$ cat config.mk
export PLATFORM = sky130hd
export DESIGN_NAME = gasl_grp_cell
export DESIGN_NICKNAME = d
export VERILOG_FILES = /design/src/grouped_active_set_list_defines.svh /design/src/gasl_pkg.sv /design/src/gasl_grp_cell.sv
export SDC_FILE = /design/constraint.sdc
export NUM_CORES = 1
export LEC_CHECK = 0
export ABC_AREA = 0
export BUFFER_PORTS_ARGS = -buffer_cell sky130_fd_sc_hd__buf_2
export CAP_MARGIN = 20
export CORE_AREA = 3 3 40 42
export CTS_CLUSTER_SIZE = 14
export DETAILED_ROUTE_END_ITERATION = 16
export DIE_AREA = 0 0 43 45
export GPL_TIMING_DRIVEN = 0
export PLACE_DENSITY = 0.69
export SLEW_MARGIN = 10
export SYNTH_ARGS = -nofsm -noshare
export SYNTH_HDL_FRONTEND = slang
export SYNTH_SLANG_ARGS = --single-unit
$ cat constraint.sdc
create_clock -name aclk -period 3.79 [get_ports aclk]
set_clock_uncertainty 0.1 [all_clocks]
set_input_delay 0.5685 -clock aclk [delete_from_list [all_inputs] [get_ports aclk]]
set_output_delay 0.5685 -clock aclk [all_outputs]
set_load 0.02 [all_outputs]
$ cat src/grouped_active_set_list_defines.svh
// assertion macros for the active set list
`ifndef GROUPED_ACTIVE_SET_LIST_DEFINES_SVH
`define GROUPED_ACTIVE_SET_LIST_DEFINES_SVH
`ifndef SYNTHESIS
`define GASL_ASSERT(lbl, clk, rstn, prop, msg) \
    lbl: assert property (@(posedge clk) disable iff (!rstn) prop) else $error(msg);
`define GASL_ASSERT_ALWAYS(lbl, clk, prop, msg) \
    lbl: assert property (@(posedge clk) prop) else $error(msg);
`else
`define GASL_ASSERT(lbl, clk, rstn, prop, msg)
`define GASL_ASSERT_ALWAYS(lbl, clk, prop, msg)
`endif
`endif

$ cat src/gasl_pkg.sv
// shared constants and cell control types of the active set list
package gasl_pkg;
    localparam int MAX_VARS   = 256;
    localparam int MAX_GROUPS = 64;
    localparam int VAR_AW     = $clog2(MAX_VARS);
    localparam int GRP_AW     = $clog2(MAX_GROUPS);
    localparam int VAR_CW     = $clog2(MAX_VARS + 1);
    localparam int GRP_CW     = $clog2(MAX_GROUPS + 1);
    localparam int VAR_W      = 8;
    localparam int GRP_W      = 6;
    localparam int COEF_W     = 64;

    typedef enum logic [2:0] {
        ACT_LOAD = 3'd0,
        ACT_ADD  = 3'd1,
        ACT_RMV  = 3'd2,
        ACT_DEF  = 3'd3,
        ACT_GADD = 3'd4,
        ACT_GRMV = 3'd5,
        ACT_READ = 3'd6,
        ACT_NOP  = 3'd7
    } action_t;

    typedef enum logic [1:0] {
        ST_OK     = 2'd0,
        ST_FULL   = 2'd1,
        ST_RANGE  = 2'd2,
        ST_ACTIVE = 2'd3
    } status_t;

    typedef struct packed {
        logic              wr;
        logic              sh;
        logic [VAR_AW-1:0] pos;
        logic [VAR_W-1:0]  var_val;
        logic [COEF_W-1:0] coef;
    } vctrl_t;

    typedef struct packed {
        logic              wr;
        logic              sh;
        logic [GRP_AW-1:0] pos;
        logic [GRP_W-1:0]  gid;
    } gctrl_t;
endpackage

$ cat src/gasl_grp_cell.sv
// one slot of the active group list
module gasl_grp_cell (
    input  logic                        aclk,
    input  gasl_pkg::gctrl_t            ctrl,
    input  logic [gasl_pkg::GRP_AW-1:0] my_index,
    input  logic [gasl_pkg::GRP_W-1:0]  nb_gid,
    output logic [gasl_pkg::GRP_W-1:0]  gid_q
);
    logic [gasl_pkg::GRP_W-1:0] gid_reg;

    always_ff @(posedge aclk) begin
        if (ctrl.wr && ctrl.pos == my_index) begin
            gid_reg <= ctrl.gid;
        end else if (ctrl.sh && my_index >= ctrl.pos) begin
            gid_reg <= nb_gid;
        end
    end

    assign gid_q = gid_reg;
endmodule

==> flow_summary.ini <==
[clock_network]
h-tree-depth = 1
root_buffer = clkbuf_4
cts.sinks = 6
cts_setup_buffers = 0
cts_resized = 0
cts_buffer_depth = 2
cts_tree = built
numCtsBuffers = 3
clk_pin_slew_ns = 0.04
ctsHoldBuffers = 0

[cells_and_area]
fin_cells = 85
final_cell_mix = 32 x buf_2, 6 x inv_1, 6 x mux2_4, 6 x ha_1, 6 x edfxtp_1
final_layout_size_suffix_gt1_share_pct = 62.9
nNetsFinal = 105
final_common_cell = buf_2
syn_to_final_growth_pct = 44.8
post-route-cell-area_um2 = 651
largest_reg_flops = 6
diodes = 0
n_fill_cell = 126

[floorplan]
die_height_um = 45
start_util_pct = 35.0
die_w_um = 43
rows = 13
coreArea_um2 = 1280
die_area_um2 = 1940
boundaryPins = 33

[timing]
hold_violations = 0
period_share_pct = 53.1
setup_tns_ns = 0
slew_headroom_pct = 83.0
fmax_mhz = 497
slew_viol_final = 0
tightest_slew_ns = 0.255
grt_setup_unrepaired = no
period_needed_ns = 2.01
finalSetupViolCount = 0

[detailed_routing]
routed_wl_um = 800
drtAntennaViolNets = 0
dr.pass1.iters = 1
first_iter_violations = 0
via_count = 360
drc_errors = 0
vias_per_cell = 4.24
wl_per_cell_um = 9.41

[global_routing]
grt_pass1_wl_um = 1270
grt_usage_pct = 9.05
antenna_found_initial = 0
grt_max_degree = 8
grt_pass1_vias = 332
grt_overflow_total = 0

[yosys]
synthCells = 35
synth_area_per_cell_um2 = 12.8
synth.cell_area_um2 = 449
synth_seq_cells = 6
synth.distinct_cells = 14
synth_seq_area_share_pct = 40.1
syn_nets = 68
yosysWarnings = 0

[placed_design]
place_congestion = 0.598
io_buffers = 32
place_inst = 82
placed_area_um2 = 628
hpwlAfterDp_um = 709

[pwr]
vdd_drop_max_mv = 0.0934
total_leakage_power_nw = 0.350
cellPowerDensity_nw_per_um2 = 297

[worst_setup_path]
required_ns = 3.66
endpoint_kind = register
arrival_ns = 1.88
path_max_fanout = 7
startpoint_type = input port
worstSetupPathType = input port to register

[min_path]
timing.hold.worst.class = input port to register

[job]
maxCapViolCount = 0

[outcome]
status = finished, final reports clean
-- where the power goes --
group / switching, mW / total [mW] / internal [mW] / leakage, nW
Sequential: 0.00124 / 0.0835 / 0.0823 / 0.0560
Clock: 0.0223 / 0.0581 / 0.0358 / 0.0138
Combinational: 0.0248 / 0.0514 / 0.0266 / 0.280
Total: 0.0484 / 0.193 / 0.145 / 0.350
-- final timing paths --
check / slack [ns] / from / cells after the start / end
worst min-delay path: 0.52 / ctrl[2] / 2 / gid_q[2]
worst max-delay path: 1.78 / ctrl[11] / 7 / gid_q[5]
-- Yosys cell counts, drive strengths merged --
master	n	share of area (%)
and4	2	4.5
a221o	1	2.2
nand2b	1	1.4
mux2	6	20
edfxtp	6	40
a21oi	2	2.2
o21ai	1	1.1
and2	1	1.7
a21o	1	1.7
nand2	1	0.83
buf	1	2.5
inv	6	5.0
ha	6	17
-- layout make-up --
class                   count  area, um^2  share of cell area (%)
flip-flops and latches      6         180                    27.7
clock buffers               3        22.5                    3.46
inverters                   6        22.5                    3.46
repair buffers             32         160                    24.6
well taps                  15        18.8                    2.88
plain buffers               1        11.3                    1.73
multi-input cells          22         235                    36.2
-- layer usage --
metal	track usage, %	wire, um	vias to the layer above
met5	0	0	-
met4	7.23	16	0
met3	2.79	88	2
met2	15.3	407	19
met1	9.34	288	142
li1	-	-	197
-- critical path: stages --
cell,delay [ns]
buf_2,0.07
inv_1,0.03
ha_1,0.31
and4_1,0.21
and4_4,0.18
buf_6,0.14
a221o_1,0.37
-- cells by family after synthesis --
kind of cell	after synthesis	share of synthesized area (%)
mux	6	20.1
simple gates	5	8.36
buf+inv	7	7.52
flops	6	40.1
compound gates	5	7.24
fa+ha+maj	6	16.7
-- per-stage QoR --
stage | utilization (%) | setup slack [ns] | total power, mW | hold WS, ns
global placement | 48.9 | 1.51 | 0.136 | 0.772
floorplan | - | 1.68 | 0.115 | 0.686
finish | 50.6 | 1.78 | 0.193 | 0.522
global route | 50.6 | 1.68 | 0.206 | 0.518
CTS | 50.6 | 1.76 | 0.196 | 0.519
detailed placement | 48.9 | 1.51 | 0.137 | 0.772
Note: power is estimated with default switching activity, not from simulation.
