===== src/grouped_active_set_list_defines.svh =====
// assertion macros for the active set list
`ifndef GROUPED_ACTIVE_SET_LIST_DEFINES_SVH
`define GROUPED_ACTIVE_SET_LIST_DEFINES_SVH
`ifndef SYNTHESIS
`define GASL_ASSERT(lbl, clk, rstn, prop, msg) \
    lbl: assert property (@(posedge clk) disable iff (!rstn) prop) else $error(msg);
`define GASL_ASSERT_ALWAYS(lbl, clk, prop, msg) \
    lbl: assert property (@(posedge clk) prop) else $error(msg);
`else
`define GASL_ASSERT(lbl, clk, rstn, prop, msg)
`define GASL_ASSERT_ALWAYS(lbl, clk, prop, msg)
`endif
`endif


===== src/gasl_pkg.sv =====
// shared constants and cell control types of the active set list
package gasl_pkg;
    localparam int MAX_VARS   = 256;
    localparam int MAX_GROUPS = 64;
    localparam int VAR_AW     = $clog2(MAX_VARS);
    localparam int GRP_AW     = $clog2(MAX_GROUPS);
    localparam int VAR_CW     = $clog2(MAX_VARS + 1);
    localparam int GRP_CW     = $clog2(MAX_GROUPS + 1);
    localparam int VAR_W      = 8;
    localparam int GRP_W      = 6;
    localparam int COEF_W     = 64;

    typedef enum logic [2:0] {
        ACT_LOAD = 3'd0,
        ACT_ADD  = 3'd1,
        ACT_RMV  = 3'd2,
        ACT_DEF  = 3'd3,
        ACT_GADD = 3'd4,
        ACT_GRMV = 3'd5,
        ACT_READ = 3'd6,
        ACT_NOP  = 3'd7
    } action_t;

    typedef enum logic [1:0] {
        ST_OK     = 2'd0,
        ST_FULL   = 2'd1,
        ST_RANGE  = 2'd2,
        ST_ACTIVE = 2'd3
    } status_t;

    typedef struct packed {
        logic              wr;
        logic              sh;
        logic [VAR_AW-1:0] pos;
        logic [VAR_W-1:0]  var_val;
        logic [COEF_W-1:0] coef;
    } vctrl_t;

    typedef struct packed {
        logic              wr;
        logic              sh;
        logic [GRP_AW-1:0] pos;
        logic [GRP_W-1:0]  gid;
    } gctrl_t;
endpackage


===== src/gasl_var_cell.sv =====
// one slot of the active variable list: variable index and coefficient word
module gasl_var_cell (
    input  logic                       aclk,
    input  gasl_pkg::vctrl_t           ctrl,
    input  logic [gasl_pkg::VAR_AW-1:0] my_index,
    input  logic [gasl_pkg::VAR_W-1:0]  nb_var,
    input  logic [gasl_pkg::COEF_W-1:0] nb_coef,
    output logic [gasl_pkg::VAR_W-1:0]  var_q,
    output logic [gasl_pkg::COEF_W-1:0] coef_q
);
    logic [gasl_pkg::VAR_W-1:0]  var_reg;
    logic [gasl_pkg::COEF_W-1:0] coef_reg;

    // append lands at the tail slot, remove pulls from the upper neighbor
    always_ff @(posedge aclk) begin
        if (ctrl.wr && ctrl.pos == my_index) begin
            var_reg  <= ctrl.var_val;
            coef_reg <= ctrl.coef;
        end else if (ctrl.sh && my_index >= ctrl.pos) begin
            var_reg  <= nb_var;
            coef_reg <= nb_coef;
        end
    end

    assign var_q  = var_reg;
    assign coef_q = coef_reg;
endmodule


===== config.mk =====
export PLATFORM = sky130hd
export DESIGN_NAME = gasl_var_cell
export DESIGN_NICKNAME = d
export VERILOG_FILES = /design/src/grouped_active_set_list_defines.svh /design/src/gasl_pkg.sv /design/src/gasl_var_cell.sv
export SDC_FILE = /design/constraint.sdc
export NUM_CORES = 1
export LEC_CHECK = 0
export BUFFER_PORTS_ARGS = -buffer_cell sky130_fd_sc_hd__clkbuf_2
export CAP_MARGIN = 20
export CORE_ASPECT_RATIO = 1.5
export CORE_MARGIN = 4
export CORE_UTILIZATION = 42
export CTS_BUF_LIST = sky130_fd_sc_hd__clkbuf_2
export CTS_CLUSTER_SIZE = 40
export DETAILED_ROUTE_END_ITERATION = 6
export GPL_ROUTABILITY_DRIVEN = 0
export PLACE_DENSITY_LB_ADDON = 0.2
export SLEW_MARGIN = 10
export SYNTH_ARGS = -nofsm -noshare
export SYNTH_HDL_FRONTEND = slang
export SYNTH_SLANG_ARGS = --single-unit

===== constraint.sdc =====
create_clock -name aclk -period 7.45 [get_ports aclk]
set_input_delay 0.3725 -clock aclk [delete_from_list [all_inputs] [get_ports aclk]]
set_output_delay 0.3725 -clock aclk [all_outputs]
set_load 0.02 [all_outputs]

==> reports/results.txt <==
status -> finished clean
DR vias -> 2430
critical path's slowest cell -> buf_4
Syn Nets -> 354
CP peak stage delay -> 720 ps
Synth area leader -> edfxtp_1
Syn Std Cell Area -> 3280 sq um
nets -> 594
Reg area -> 2160 sq um
Relative slew margins -> 40.6%
chip height -> 116 microns
total global-route track usage -> 16.7%
Port Buffers -> 234
Avg Cell Area, Syn -> 17.9 sq um
RSZ-0062 raised after global routing -> false
Final Hold Fails -> 0
CTS Sinks -> 72
Hold Buf Count CTS -> 0
Post-Syn Instances -> 183
Peak Freq -> 0.400 GHz
XOR/XNOR share of the synthesized area -> 0%
Tmin final -> 2500 ps
1st-iter DRT viols -> 118
setup ws final -> 4950 ps
DRC Markers -> 0
Arrival @ worst endpoint -> 2620 ps
Leak Pwr -> 2.17 nW
Worst Hold Path Cells -> 2
endpoints failing setup -> 0
Seq/Total Area, Yosys -> 65.9%
Synth Area in Compound Gates -> 1.14%
CP Class -> primary input to flop
Max-Cap Viols -> 0
setup TNS -> 0 ps
largest family of logic cells by synthesized area -> multiplexers
Resized cells post-CTS -> 0
Total Routed Length -> 8150 microns
critical path launch point type -> primary input
Largest delay share family, worst path -> buffers and inverters
Area growth, synth to finish -> 41.7%
Crit path top cell by count -> buf_4
mux contribution to synthesized area -> 24.7%
Starting Density -> 43.1%
worst-case clock buffer depth -> 2
CP Capture Type -> flop
total power -> 933 uW
adder-cell share of the synthesized area -> 3.05%
top cells by area, synth -> edfxtp_1, mux2_2, ha_1
Worst Path Buf+Inv -> 4
Min-Delay Endpoint -> coef_q[43]$_DFFE_PP_
drt wl/cell -> 15.4 microns
DR vias/cell -> 4.58
global-route wire length before repair -> 11300 microns
power density cells -> 201 nW/um^2
footprint of the multi-input gates -> 995 sq um
die width -> 80.2 microns
num ports -> 235
fin crit share -> 33.5%
setup bufs post-CTS -> 0
root buffer cell -> clkbuf_2
post-synth top area share -> 65.9%
Hold Crit Class -> primary input to flop
TritonCTS clock tree -> built
H-tree depth -> 3
core region area -> 7610 sq um
filler instances -> 631
synth warn -> 0
Hold Slack -> 149 ps
Max Slew Vio Count -> 0
Yosys cell types -> 14
Reg clk slew, reported paths -> 230 ps
Site Rows -> 39
Final ANT Viol Nets -> 0
simple-gate share of the synthesized area -> 1.26%
most common cell after layout, fill and taps aside -> clkbuf_2
Post-Layout Cell Count -> 531
initial antenna violation count -> 1
most frequent cells in the layout -> clkbuf_2, mux2_2, edfxtp_1
die area -> 9320 sq um
flops & latches, synth -> 72
Placed Cells incl. Taps -> 514
critical hold path startpoint -> nb_coef[43]
total gr overflow -> 0
Crit path required time -> 7570 ps
dpl hpwl -> 6660 microns
share of layout cells above drive strength 1 -> 76.2%
worst path cell trace -> clkbuf_2, inv_1, ha_1, nand4_1, nor2_1, nand2_2, buf_4, a22oi_2, buf_4
Detailed Routing Iterations Pass 1 -> 4
vias in the first global route -> 2439
TritonCTS buffer count -> 9
pre-CTS setup slack -> 4450 ps
Worst VDD drop -> 0.0000987 V
crit path max fanout -> 73
largest net degree at the start of global routing -> 74
worst slew pin tran -> 891 ps
-- worst max-delay path by stage --
stage | endpoint | startpoint | slack (ps) | cells after the start
2_1_floorplan | coef_q[0]$_DFFE_PP_ | ctrl[79] | 2060 | 7
3_3_place_gp | coef_q[52]$_DFFE_PP_ | ctrl[79] | 4540 | 9
3_5_place_dp | coef_q[13]$_DFFE_PP_ | ctrl[79] | 4450 | 9
4_1_cts | coef_q[8]$_DFFE_PP_ | ctrl[79] | 5030 | 9
5_1_grt | coef_q[52]$_DFFE_PP_ | ctrl[79] | 4890 | 9
6_report | coef_q[8]$_DFFE_PP_ | ctrl[79] | 4950 | 9
-- logic make-up (layout without fill, tap and decap cells) --
logic type,after synthesis,in the layout
AOI/OAI and AO/OA,6,6
adders and majority gates,8,8
buffers and inverters,16,261
DFF,72,72
muxes,72,72
other,0,1
and+or+nand+nor,9,9
-- metrics by stage --
stage	util (%)	area, sq um
final	61.1	4650
after global routing	61.1	4650
after CTS	61.0	4650
after detailed placement	59.2	4500
after global placement	59.2	4500
after floorplan	-	3280
-- cells in the mapped netlist --
cell and number:
o21ai_0 1, ha_1 8, nand2_2 1, inv_1 9, clkbuf_8 7, a211oi_1 1, o31ai_1 1, a22oi_1 1
nor2_1 5, nand2_1 1, nand4_1 2, mux2_2 72, a21oi_1 2, edfxtp_1 72
-- flip-flops by register name, summed over array words and instances (netlist names) --
signal  cells
coef_q     64
var_q       8
-- where the power goes --
part	switching [mW]	internal, mW
registers	0.0100	0.492
clock network	0.140	0.114
logic	0.102	0.0743
total	0.252	0.681
-- metal layers --
layer	global-route usage (%)	routed length, microns	up-vias
li1	-	-	1190
met3	5.94	756	10
met1	15.2	2550	1107
met5	0	0	-
met4	8.46	163	0
met2	31.6	4680	123
-- layout make-up --
cell class,count,share of cell area [%]
Tap cell,102,2.74
Timing Repair Buffer,236,25.5
Antenna cell,1,0.0538
Sequential cell,72,46.5
Multi-Input combinational cell,95,21.4
Inverter,9,0.727
Clock inverter,6,1.99
Clock buffer,10,1.08
(Power assumes the default switching activity.)
